[src/sv/tpq_pkg.sv]
// tpq_pkg: shared types, constants and the control program of the touch pressure qualifier
// no dependencies; used by touch_pressure_qualifier_unit by scoped names
`default_nettype none

package tpq_pkg;

   // register file
   localparam int CsrIndexWidth = 3;
   localparam int CsrDataWidth  = 16;

   localparam logic [CsrIndexWidth-1:0] CSR_DEBOUNCE_ENABLE  = 3'd0;
   localparam logic [CsrIndexWidth-1:0] CSR_DEBOUNCE_REPORTS = 3'd1;
   localparam logic [CsrIndexWidth-1:0] CSR_PRESSURE_MIN     = 3'd2;
   localparam logic [CsrIndexWidth-1:0] CSR_PRESSURE_MAX     = 3'd3;
   localparam logic [CsrIndexWidth-1:0] CSR_PLATE_SCALE      = 3'd4;

   localparam logic [7:0]  DebounceReportsReset = 8'd5;
   localparam logic [9:0]  PressureMinReset     = 10'd300;
   localparam logic [9:0]  PressureMaxReset     = 10'd900;
   localparam logic [15:0] PlateScaleReset      = 16'd750;

   // pressure formula constants
   localparam logic [31:0] RoundBias    = 32'd2047;
   localparam int          RoundShift   = 12;
   localparam logic [31:0] PressureFull = 32'd1000;
   localparam logic [7:0]  PenUpCode    = 8'd1;

   // serial divider: one quotient bit per step
   localparam int          DivBits    = 32;
   localparam int          DivCntWidth = $clog2(DivBits);
   localparam logic [DivCntWidth-1:0] DivCntStart = DivCntWidth'(DivBits - 1);

   typedef struct packed {
      logic [15:0] x_raw;
      logic [15:0] y_raw;
      logic [15:0] z1_raw;
      logic [15:0] z2_raw;
      logic [7:0]  pen_flag;
   } req_type;

   typedef struct packed {
      logic [14:0] x_pos;
      logic [14:0] y_pos;
      logic [9:0]  pressure;
      logic        touched;
      logic        has_position;
   } rsp_type;

   // sequencer
   typedef logic [2:0] step_type;

   localparam step_type STEP_IDLE   = 3'd0;
   localparam step_type STEP_SUB    = 3'd1;
   localparam step_type STEP_MULX   = 3'd2;
   localparam step_type STEP_MULS   = 3'd3;
   localparam step_type STEP_DIVI   = 3'd4;
   localparam step_type STEP_DIVS   = 3'd5;
   localparam step_type STEP_ROUND  = 3'd6;
   localparam step_type STEP_DECIDE = 3'd7;

   typedef enum logic [2:0] {
      OP_WAIT,
      OP_SUB,
      OP_MULX,
      OP_MULS,
      OP_DIVI,
      OP_DIVS,
      OP_ROUND,
      OP_DECIDE
   } op_type;

   typedef enum logic [1:0] {
      COND_NEXT,   // go to target
      COND_REQ,    // go to target once a transaction is accepted
      COND_LOOP,   // stay while divider count is nonzero
      COND_OUT     // go to target once the output register is free
   } cond_type;

   typedef struct packed {
      op_type   op;
      cond_type cond;
      step_type target;
   } ctrl_word_type;

   function automatic ctrl_word_type ctrl_rom(input step_type s);
      ctrl_word_type w;
      case (s)
         STEP_IDLE:   w = '{op: OP_WAIT,   cond: COND_REQ,  target: STEP_SUB};
         STEP_SUB:    w = '{op: OP_SUB,    cond: COND_NEXT, target: STEP_MULX};
         STEP_MULX:   w = '{op: OP_MULX,   cond: COND_NEXT, target: STEP_MULS};
         STEP_MULS:   w = '{op: OP_MULS,   cond: COND_NEXT, target: STEP_DIVI};
         STEP_DIVI:   w = '{op: OP_DIVI,   cond: COND_NEXT, target: STEP_DIVS};
         STEP_DIVS:   w = '{op: OP_DIVS,   cond: COND_LOOP, target: STEP_ROUND};
         STEP_ROUND:  w = '{op: OP_ROUND,  cond: COND_NEXT, target: STEP_DECIDE};
         STEP_DECIDE: w = '{op: OP_DECIDE, cond: COND_OUT,  target: STEP_IDLE};
         default:     w = '{op: OP_WAIT,   cond: COND_REQ,  target: STEP_SUB};
      endcase
      return w;
   endfunction

endpackage

`default_nettype wire

[src/sv/touch_pressure_qualifier_unit.sv]
// touch_pressure_qualifier_unit: top level, microcoded sequencer with shared datapath
// depends on tpq_pkg (types, register codes, control program)
`default_nettype none

// Qualifies one resistive touch report per transaction. The raw x, y, z1 and z2
// words are halved, z1 is forced to one when zero, and a touch resistance
// ((z2-z1)*x*plate_scale/z1 + 2047) >> 12 is formed in 32-bit wrapping arithmetic
// and subtracted from 1000; a value outside [pressure_min, pressure_max] becomes
// zero. A report gives at most one response transaction. The control program runs
// 39 steps per report: one accept step, three arithmetic steps, a divider setup step,
// 32 steps of the bit-serial restoring divider, a rounding step and a decision step.
// Any response is loaded in the decision step, and no new report is accepted before
// the last one has passed it. A new report is taken as soon as the sequencer is back
// in its idle step, even while the last response still waits in the output register;
// the decision step holds only while that register is full and not being taken. The
// csr port is always ready and writes should be made while the block is idle.
module touch_pressure_qualifier_unit (
   input  wire logic                                clock,
   input  wire logic                                reset,
   // request channel
   input  wire logic                                req_valid,
   output      logic                                req_ready,
   input  wire tpq_pkg::req_type                    req_data,
   // response channel
   output      logic                                rsp_valid,
   input  wire logic                                rsp_ready,
   output      tpq_pkg::rsp_type                    rsp_data,
   // configuration write channel
   input  wire logic                                csr_valid,
   output      logic                                csr_ready,
   input  wire logic [tpq_pkg::CsrIndexWidth-1:0]   csr_index,
   input  wire logic [tpq_pkg::CsrDataWidth-1:0]    csr_data
);

   // configuration registers
   logic        deb_en_ff;
   logic [7:0]  deb_reports_ff;
   logic [9:0]  p_min_ff;
   logic [9:0]  p_max_ff;
   logic [15:0] scale_ff;

   // sequencer
   tpq_pkg::step_type      step_ff, step_in;
   tpq_pkg::ctrl_word_type cw;
   logic                   go;
   logic                   slot_free;

   // latched report
   logic [14:0] x_ff, x_in;
   logic [14:0] y_ff, y_in;
   logic [14:0] z1_ff, z1_in;
   logic [14:0] z2_ff, z2_in;
   logic        up_ff, up_in;

   // datapath
   logic [31:0] acc_ff, acc_in;
   logic [31:0] quo_ff, quo_in;
   logic [14:0] rem_ff, rem_in;
   logic [tpq_pkg::DivCntWidth-1:0] cnt_ff, cnt_in;
   logic [9:0]  p_ff, p_in;

   // pen state
   logic        pen_ff, pen_in;
   logic [7:0]  left_ff, left_in;

   // output register
   tpq_pkg::rsp_type rsp_ff, rsp_in;
   logic             rsp_valid_ff, rsp_valid_in;

   assign cw        = tpq_pkg::ctrl_rom(step_ff);
   assign slot_free = !rsp_valid_ff || rsp_ready;
   assign req_ready = (cw.op == tpq_pkg::OP_WAIT);
   assign csr_ready = 1'b1;
   assign rsp_valid = rsp_valid_ff;
   assign rsp_data  = rsp_ff;

   // step counter and conditional jumps
   always_comb begin
      case (cw.cond)
         tpq_pkg::COND_NEXT: go = 1'b1;
         tpq_pkg::COND_REQ:  go = req_valid;
         tpq_pkg::COND_LOOP: go = (cnt_ff == '0);
         tpq_pkg::COND_OUT:  go = slot_free;
         default:            go = 1'b1;
      endcase
      step_in = go ? cw.target : step_ff;
   end

   // datapath driven by the control word
   always_comb begin
      logic [15:0] z1_half;
      logic [15:0] rem_sh;
      logic        qbit;
      logic [31:0] sum;
      logic [31:0] r;
      logic        in_window;
      logic        emit;
      logic [7:0]  left_dec;

      x_in         = x_ff;
      y_in         = y_ff;
      z1_in        = z1_ff;
      z2_in        = z2_ff;
      up_in        = up_ff;
      acc_in       = acc_ff;
      quo_in       = quo_ff;
      rem_in       = rem_ff;
      cnt_in       = cnt_ff;
      p_in         = p_ff;
      pen_in       = pen_ff;
      left_in      = left_ff;
      rsp_in       = rsp_ff;
      rsp_valid_in = rsp_valid_ff && !rsp_ready;

      z1_half   = {1'b0, req_data.z1_raw[15:1]};
      rem_sh    = {rem_ff, quo_ff[31]};
      qbit      = (rem_sh >= {1'b0, z1_ff});
      sum       = quo_ff + tpq_pkg::RoundBias;
      r         = tpq_pkg::PressureFull - (sum >> tpq_pkg::RoundShift);
      in_window = (r <= {22'b0, p_max_ff}) && (r >= {22'b0, p_min_ff});
      emit      = 1'b0;
      left_dec  = (left_ff != '0) ? left_ff - 8'd1 : 8'd0;

      case (cw.op)
         tpq_pkg::OP_WAIT: begin
            if (go) begin
               x_in  = req_data.x_raw[15:1];
               y_in  = req_data.y_raw[15:1];
               z1_in = (z1_half == '0) ? 15'd1 : z1_half[14:0];
               z2_in = req_data.z2_raw[15:1];
               up_in = (req_data.pen_flag == tpq_pkg::PenUpCode);
            end
         end
         tpq_pkg::OP_SUB:  acc_in = {17'b0, z2_ff} - {17'b0, z1_ff};
         tpq_pkg::OP_MULX: acc_in = acc_ff * {17'b0, x_ff};
         tpq_pkg::OP_MULS: acc_in = acc_ff * {16'b0, scale_ff};
         tpq_pkg::OP_DIVI: begin
            quo_in = acc_ff;
            rem_in = '0;
            cnt_in = tpq_pkg::DivCntStart;
         end
         tpq_pkg::OP_DIVS: begin
            // restoring step: remainder stays below z1, so 15 bits hold it
            rem_in = qbit ? 15'(rem_sh - {1'b0, z1_ff}) : rem_sh[14:0];
            quo_in = {quo_ff[30:0], qbit};
            cnt_in = cnt_ff - 1'b1;
         end
         tpq_pkg::OP_ROUND: p_in = in_window ? r[9:0] : 10'd0;
         tpq_pkg::OP_DECIDE: begin
            if (go && !(p_ff == '0 && !up_ff)) begin
               if (!deb_en_ff) begin
                  emit = 1'b1;
               end else if (up_ff == !pen_ff) begin
                  // report agrees with pen state
                  left_in = deb_reports_ff;
                  emit    = !up_ff;
               end else begin
                  left_in = left_dec;
                  if (left_dec == '0) begin
                     pen_in = !up_ff;
                     emit   = 1'b1;
                  end
               end
            end
            if (emit) begin
               rsp_valid_in         = 1'b1;
               rsp_in.x_pos         = up_ff ? 15'd0 : x_ff;
               rsp_in.y_pos         = up_ff ? 15'd0 : y_ff;
               rsp_in.pressure      = p_ff;
               rsp_in.touched       = !up_ff;
               rsp_in.has_position  = !up_ff;
            end
         end
         default: ;
      endcase
   end

   always_ff @(posedge clock) begin
      if (reset) begin
         step_ff        <= tpq_pkg::STEP_IDLE;
         rsp_valid_ff   <= 1'b0;
         pen_ff         <= 1'b0;
         left_ff        <= tpq_pkg::DebounceReportsReset;
         deb_en_ff      <= 1'b0;
         deb_reports_ff <= tpq_pkg::DebounceReportsReset;
         p_min_ff       <= tpq_pkg::PressureMinReset;
         p_max_ff       <= tpq_pkg::PressureMaxReset;
         scale_ff       <= tpq_pkg::PlateScaleReset;
         cnt_ff         <= '0;
      end else begin
         step_ff      <= step_in;
         rsp_valid_ff <= rsp_valid_in;
         pen_ff       <= pen_in;
         left_ff      <= left_in;
         cnt_ff       <= cnt_in;
         if (csr_valid && csr_ready) begin
            case (csr_index)
               tpq_pkg::CSR_DEBOUNCE_ENABLE:  deb_en_ff      <= csr_data[0];
               tpq_pkg::CSR_DEBOUNCE_REPORTS: deb_reports_ff <= csr_data[7:0];
               tpq_pkg::CSR_PRESSURE_MIN:     p_min_ff       <= csr_data[9:0];
               tpq_pkg::CSR_PRESSURE_MAX:     p_max_ff       <= csr_data[9:0];
               tpq_pkg::CSR_PLATE_SCALE:      scale_ff       <= csr_data;
               default: ;
            endcase
         end
      end
   end

   // payload registers, no reset
   always_ff @(posedge clock) begin
      x_ff   <= x_in;
      y_ff   <= y_in;
      z1_ff  <= z1_in;
      z2_ff  <= z2_in;
      up_ff  <= up_in;
      acc_ff <= acc_in;
      quo_ff <= quo_in;
      rem_ff <= rem_in;
      p_ff   <= p_in;
      rsp_ff <= rsp_in;
   end

   // a report is taken only from the idle step, never twice in a row
   a_one_accept: assert property (@(posedge clock) disable iff (reset)
      req_valid && req_ready |=> !req_ready)
      else $error("request accepted outside idle step");

   // divider leaves a remainder below the divisor
   a_div_rem: assert property (@(posedge clock) disable iff (reset)
      step_ff == tpq_pkg::STEP_ROUND |-> rem_ff < z1_ff)
      else $error("divider remainder not below divisor");

   // pen state changes only in the decision step
   a_pen_change: assert property (@(posedge clock) disable iff (reset)
      !$past(reset) && !$stable(pen_ff) |-> $past(step_ff) == tpq_pkg::STEP_DECIDE)
      else $error("pen state changed outside decision step");

   // a response appears only from the decision step
   a_rsp_source: assert property (@(posedge clock) disable iff (reset)
      !$past(reset) && $rose(rsp_valid_ff) |-> $past(step_ff) == tpq_pkg::STEP_DECIDE)
      else $error("response raised outside decision step");

endmodule

`default_nettype wire
[config.mk]
export PLATFORM = sky130hd
export DESIGN_NAME = touch_pressure_qualifier_unit
export DESIGN_NICKNAME = d
export VERILOG_FILES = /design/src/sv/tpq_pkg.sv /design/src/sv/touch_pressure_qualifier_unit.sv
export SDC_FILE = /design/constraint.sdc
export NUM_CORES = 2
export LEC_CHECK = 0
export ABC_AREA = 1
export BUFFER_PORTS_ARGS = -buffer_cell sky130_fd_sc_hd__buf_2
export CAP_MARGIN = 40
export CORE_MARGIN = 2
export CORE_UTILIZATION = 65
export CTS_BUF_LIST = sky130_fd_sc_hd__clkbuf_16
export DETAILED_ROUTE_END_ITERATION = 12
export GPL_TIMING_DRIVEN = 0
export PLACE_DENSITY = 0.83
export RECOVER_POWER = 25
export SKIP_LAST_GASP = 1
export SYNTH_ARGS = -nofsm -noshare
export SYNTH_HDL_FRONTEND = slang
export SYNTH_SLANG_ARGS = --single-unit
[constraint.sdc]
create_clock -name clock -period 11.6 [get_ports clock]
set_input_delay 2.32 -clock clock [delete_from_list [all_inputs] [get_ports clock]]
set_output_delay 2.32 -clock clock [all_outputs]
set_load 0.01 [all_outputs]
Yosys cells after proc, flatten, opt, wreduce, memory -nomap -nowiden
Memories as Yosys holds them, arrays and structs flattened. A register that Yosys moved wholly into a read port is not among the register bits. Index checks and enable logic that the tools add are counted.

ROM bits: 64. Logic and storage cells: 98. Memories: 1. Bits in registers: 254. Output and inout bits: 45. Input port bits: 96.

$mul: 2. Add/subtract/negate cells: 6. Reductions and logical operators: 29. Eq/ne operators: 16. Bitwise operators: 1. Muxes and demuxes: 17. Magnitude comparators: 3.

Memory list: (name not given) (words 8, bits a word 8, rd ports 1, clocked after Yosys merged registers in 1, wr ports 0, line tpq_pkg.sv:87) `case (s)`.

Operators with widths (count): case mux 32 bit (3 select lines) (1); case mux 32 bit (2 select lines) (1); adder 32 x 11 -> 32 bit, second input constant (1); >= comparator 32 x 10 -> 1 bit (1); <= comparator 32 x 10 -> 1 bit (1); multiplier 32 x 15 -> 32 bit (1); multiplier 32 x 16 -> 32 bit (1); case mux 15 bit (2 select lines) (1); subtractor 10 x 20 -> 21 bit, first input constant (1); >= comparator 16 x 15 -> 1 bit (1); two-way mux 8 bit (2); subtractor 15 x 15 -> 16 bit (1); == test 3 bit, second input constant (5); logical NOT 15 bit (1); two-way mux 15 bit (1); subtractor 15 bit (1); AND reduction 2 bit (7); == test 3 x 2 -> 1 bit, second input constant (4); logical NOT 10 bit (1); case mux 5 bit (2 select lines) (1); == test 8 x 1 -> 1 bit, second input constant (1); logical NOT 8 bit (1); nonzero test 8 bit (1); subtractor 8 x 1 -> 8 bit, second input constant (1); 19 further kinds (36).

Longest topological paths before layout
Word-level depth: 10. Depth in mapped cells: 31. Gate-level depth less buffers: 29.

Least setup slack after synthesis
No wires, ideal clock.

Path type: input -> register. Start: in rsp_ready. End: reg up_ff (enable). Data arrival time: 8.396 ns. Library setup time: 0.630 ns. Cell stages on the path: 4. Slack: 2.574 ns. Required time: 10.970 ns. Buffers on the path: 0. Cell sequence: nor2_1 > o21ai_0 > nand2_1 > nor4_1.

Longest elaborated chain between the ends: 3.

Ends and longest elaborated chain: start: declaration (line touch_pressure_qualifier_unit.sv:26) `input wire logic rsp_ready,`; logical OR 1 bit (line touch_pressure_qualifier_unit.sv:71) `assign slot_free = !rsp_valid_ff || rsp_ready;`; case mux 1 bit (4 select lines) (line touch_pressure_qualifier_unit.sv:79) `case (cw.cond)`; AND reduction 2 bit (no line); end signal: assignment (line touch_pressure_qualifier_unit.sv:215) `up_ff <= up_in;`; end: declaration (line touch_pressure_qualifier_unit.sv:53) `logic up_ff, up_in;`.

No other way between the ends. A chain may end at the register's enable or synchronous reset.

Final worst setup path
Start: reg acc_ff[17]. End: reg acc_ff[27] (data pin).

Longest elaborated chain between the ends: 2. Elaborated cells on any way between the ends: 3. Classes of those cells: mul (2); mux (1).

Ends and longest elaborated chain: start: declaration (line touch_pressure_qualifier_unit.sv:56) `logic [31:0] acc_ff, acc_in;`; start signal: assignment (line touch_pressure_qualifier_unit.sv:216) `acc_ff <= acc_in;`; multiplier 32 x 16 -> 32 bit / multiplier 32 x 15 -> 32 bit (equally long branches) (line touch_pressure_qualifier_unit.sv:136, touch_pressure_qualifier_unit.sv:135); case mux 32 bit (3 select lines) * (line touch_pressure_qualifier_unit.sv:124) `case (cw.op)`; named net acc_in[27] (line touch_pressure_qualifier_unit.sv:56).

Mark *: on every way through the listed nets, which the timed path passes. The rest lies on a longest branch.

==> metrics list <==
- DRC violations left: 0
- The share of the Yosys chip area taken by registers is 19.44%.
- Gate Count Post-Synth: 4706
- In the synthesized netlist the async set-or-reset flop fraction comes to 0%.
- STA classifies the critical path startpoint as a register.
- The cell area that synthesis handed to floorplanning was 36820 µm².
- The tool flagged a number of max-cap violations equal to 1.
- Counting flops with a built-in enable in the synthesized netlist gives 191.
* Number of setup violations in the final report: 0
- After clock tree synthesis, the setup repair step added 0 buffers.
* Type of the tightest min-delay check: register to register
* Average detailed-routed wire length per instance: 20.23 µm
- Share of the clock period used by the worst path after layout: 64.66%
- R2r endpoint: acc_ff[27]$_DFFE_PP_
- CTS saw 262 sinks.
- The count of nets left with antenna violations once routing finished came out at 0.
- Measured along the x axis, the die boundary spans 242.0 µm.
* Worst slew margin: -18.58%
- The critical path contains buffers and inverters numbering 7 combined.
* Beginning of the worst hold path: p_ff[4]$_SDFFCE_PN0N_
- The final hold violation count came to 0.
* Detailed Route Iter0 Violations: 3626
* Final nets: 5771
* Count of final max-slew check failures: 30
* Number of antenna violations at the first check in global routing: 0
- The detailed router placed 31730 vias in this run.
- CORE AREA: 56170 µm²
- Detailed-route wire length: 114900 µm
- Transition at the pin with the smallest max-transition slack: 1.779 ns
- Hold depth: 0
- The pre-antenna-repair detailed-routing pass consisted of 9 iterations.
* Cell type contributing the most total cell area after synthesis: sky130_fd_sc_hd__fa_1
- Pin count of the biggest net entering global routing: 34
- Wire length on met2: 48060 µm
* Critical path fanouts, max: 10
- Violated checks: max-capacitance violations, max-slew violations
- The cell family contributing the most delay on the critical path is adder cells.
* Routed vias/inst: 5.586
* Placer congestion estimate: 1.059
* Total placed cells including tap cells: 5623
- Clock buffer depth: 3
- Rows: 87
- Mapped Nets: 5578
* Number of storage elements in the synthesis netlist: 262
* Hold-fix buffer count after cts: 0
* Met1 Routed Length: 42970 µm
* Cell occurring most often along the worst timing path: sky130_fd_sc_hd__fa_1
* Number of cells upsized or downsized after cts: 0
- Final critical delay including setup and external delays: 7.501 ns
* Met3 Routed Length: 16920 µm
- Starting Density: 65.55%
- Result of the run: finished with violations
* Clock network latency to the later pin of the worst-skew pair: 0.60 ns
* Post-route insts no fill: 5680
* Hold path endpoint: rsp_data[6]$_DFFE_PP_
- Top cells by area, synth: sky130_fd_sc_hd__fa_1 (32%), sky130_fd_sc_hd__edfxtp_1 (16%), sky130_fd_sc_hd__inv_1 (13%)
- TritonCTS built the clock tree.
* Fmax: 133.3 MHz
- Commonest register cell after synthesis: sky130_fd_sc_hd__edfxtp_1
- In this run the vertical extent of the chip is 242.0 µm.
- The root buffer cell chosen for the clock tree is sky130_fd_sc_hd__clkbuf_16.
- Yosys printed 0 warnings.
* Filler cells: 4563
- Post-detail-place hpwl: 94710 µm
- TritonCTS Buffers: 29
- After synthesis, the largest area contributor takes up 32.35% of total cell area.
- Category of the critical setup timing path: register to register
- The worst setup path is captured at a register.
- Die Footprint: 58560 µm²
- At the worst endpoint, the arrival time is 7.84 ns.
- From synthesis to final layout, the design area changed by 7.714%.
- Ordered list of cells on the worst path: clkbuf_1 -> buf_1 -> nand2_1 -> fa_1 -> inv_1 -> fa_1 -> inv_1 -> fa_1 -> inv_1 -> fa_1 -> fa_1 -> inv_1 -> fa_1 -> inv_1 -> ha_1 -> a21oi_1 -> o21ai_0 -> a21oi_1 -> nand3_1 -> a21o_1 -> or2_2 -> nand3_1 -> nand3_1
* Worst-path cell with the longest stage delay: sky130_fd_sc_hd__buf_1
* Number of distinct standard cells referenced by the synthesized netlist: 57
- FF-to-FF Start: acc_ff[17]$_DFFE_PP_
- Measured in cells, the most critical reg-to-reg path has a length of 23.
* Clock Pin Slew Worst Setup and Hold Paths: 0.06 ns
- Global-route usage over all layers: 40.12%
- Topmost layer with routed signal wires: met5
- The number of global-route vias before repair is 31760.
- Setup repair after global routing left no endpoint under its margin.
- Average cell area after synthesis: 7.824 µm²
- For this run, the slowest stage of the critical path takes 0.68 ns.
- Between clock sinks in the finished design, the worst skew comes to 0.01874 ns.
- During I/O placement, the number of pins put on the boundary was 141.
- Share of layout cells above drive strength 1: 5.872%
- Buffers added on ports: 134
- Setup slack on the worst reg-to-reg path comes out at 4.10 ns.
- Leaving out fill and tap cells, the most frequent cells in the layout are sky130_fd_sc_hd__inv_1 (1280), sky130_fd_sc_hd__nand2_1 (1185), sky130_fd_sc_hd__fa_1 (595).
- Wire length of the first global-routing pass: 178100 µm
* Required time worst endpoint: 11.94 ns
- Number of H-tree branching levels: 1
- GRT Residual Overflow: 0
- Leaving out fill and tap cells, the most frequent cell in the layout is sky130_fd_sc_hd__inv_1.
-- sequential cells by signal, indices dropped and copies added, names as in the netlist, 3 cells and up --
name and cells:
rsp_data 41, acc_ff 32, quo_ff 32, scale_ff 16, rem_ff 15, x_ff 15
y_ff 15, z1_ff 15, z2_ff 15, p_ff 10, p_max_ff 10, p_min_ff 10
cw 8, deb_reports_ff 8, left_ff 8, cnt_ff 5, step_ff 3
-- cells in the mapped netlist (3+ instances only) --
cell and instances:
sky130_fd_sc_hd__nand3b_1 13, sky130_fd_sc_hd__nand3_2 6, sky130_fd_sc_hd__o221ai_1 5, sky130_fd_sc_hd__ha_1 181, sky130_fd_sc_hd__edfxtp_1 191, sky130_fd_sc_hd__dfxtp_1 71, sky130_fd_sc_hd__nor3_2 3, sky130_fd_sc_hd__buf_1 18
sky130_fd_sc_hd__nor4_1 10, sky130_fd_sc_hd__o21ai_0 173, sky130_fd_sc_hd__nand4_1 21, sky130_fd_sc_hd__a21boi_0 5, sky130_fd_sc_hd__a211oi_1 3, sky130_fd_sc_hd__inv_2 10, sky130_fd_sc_hd__nand2_2 10, sky130_fd_sc_hd__or2_2 17
sky130_fd_sc_hd__xor2_1 35, sky130_fd_sc_hd__a21oi_1 181, sky130_fd_sc_hd__nor3_1 30, sky130_fd_sc_hd__nor2_1 200, sky130_fd_sc_hd__inv_1 1277, sky130_fd_sc_hd__o211ai_1 20, sky130_fd_sc_hd__o21ai_1 4, sky130_fd_sc_hd__a21o_1 11
sky130_fd_sc_hd__a22oi_1 4, sky130_fd_sc_hd__clkbuf_1 182, sky130_fd_sc_hd__fa_1 595, sky130_fd_sc_hd__and2_1 4, sky130_fd_sc_hd__clkinv_1 3, sky130_fd_sc_hd__nand3_1 139, sky130_fd_sc_hd__o21bai_1 10, sky130_fd_sc_hd__xnor2_1 28
sky130_fd_sc_hd__a31oi_1 6, sky130_fd_sc_hd__nor2_4 4, sky130_fd_sc_hd__nand2_1 1185, sky130_fd_sc_hd__o31ai_1 4, sky130_fd_sc_hd__buf_2 7, sky130_fd_sc_hd__nor2_2 16
-- layout make-up --
| type | instances | area [µm²] | area share, % |
|---|---|---|---|
| diodes | 2 | 5.005 | 0.01262 |
| plain buffers | 209 | 799.5 | 2.016 |
| clock buffers | 29 | 725.7 | 1.830 |
| clock inverters | 25 | 205.2 | 0.5174 |
| inverters | 1290 | 4842 | 12.21 |
| multi-input cells | 2945 | 24020 | 60.58 |
| flip-flops and latches | 262 | 7157 | 18.05 |
| well taps | 756 | 945.9 | 2.385 |
| repair buffers | 162 | 953.4 | 2.404 |
-- metrics by stage --
step / util (%) / setup TNS, ns / hold slack, ns / instance area [µm²] / worst slack (ns)
floorplan: - / 0 / 0.4268 / 36820 / 2.574
global placement: 68.43 / -121.89 / 0.4300 / 38430 / -2.006
detailed placement: 68.97 / 0 / 0.4381 / 38740 / 4.390
CTS: 70.63 / 0 / 0.4548 / 39670 / 4.363
global route: 70.60 / 0 / 0.4617 / 39650 / 3.793
finish: 70.60 / 0 / 0.4548 / 39660 / 4.099
-- layer usage --
| layer | vias up | track usage [%] |
|---|---|---|
| li1 | 14230 | - |
| met2 | 1934 | 59.32 |
| met4 | 2 | 18.14 |
| met5 | - | 0 |
| met3 | 404 | 14.29 |
| met1 | 15160 | 53.38 |
-- cells by family after synthesis --
kind of cell,Yosys count,share of synthesized area (%)
AOI/OAI and AO/OA,440,6.593
buffers and inverters,1499,15.33
and+or+nand+nor,1664,18.56
adders and majority gates,776,38.50
xor gates and xnor gates,64,1.573
other,1,0.01019
DFF,262,19.44
-- how the worst max path moves through the flow --
stage,slack [ns],to,depth (start not counted),from
6_report,4.10,acc_ff[27]$_DFFE_PP_,23,acc_ff[17]$_DFFE_PP_
3_5_place_dp,4.39,acc_ff[29]$_DFFE_PP_,27,acc_ff[17]$_DFFE_PP_
5_1_grt,3.79,acc_ff[21]$_DFFE_PP_,30,x_ff[5]$_DFFE_PP_
3_3_place_gp,-2.01,x_ff[12]$_DFFE_PP_,5,rsp_ready
2_1_floorplan,2.57,up_ff$_DFFE_PP_,4,rsp_ready
4_1_cts,4.36,acc_ff[29]$_DFFE_PP_,27,acc_ff[17]$_DFFE_PP_
Power is not shown: default switching activity piles up to over one toggle a cycle in this logic, so the estimate is an artifact.
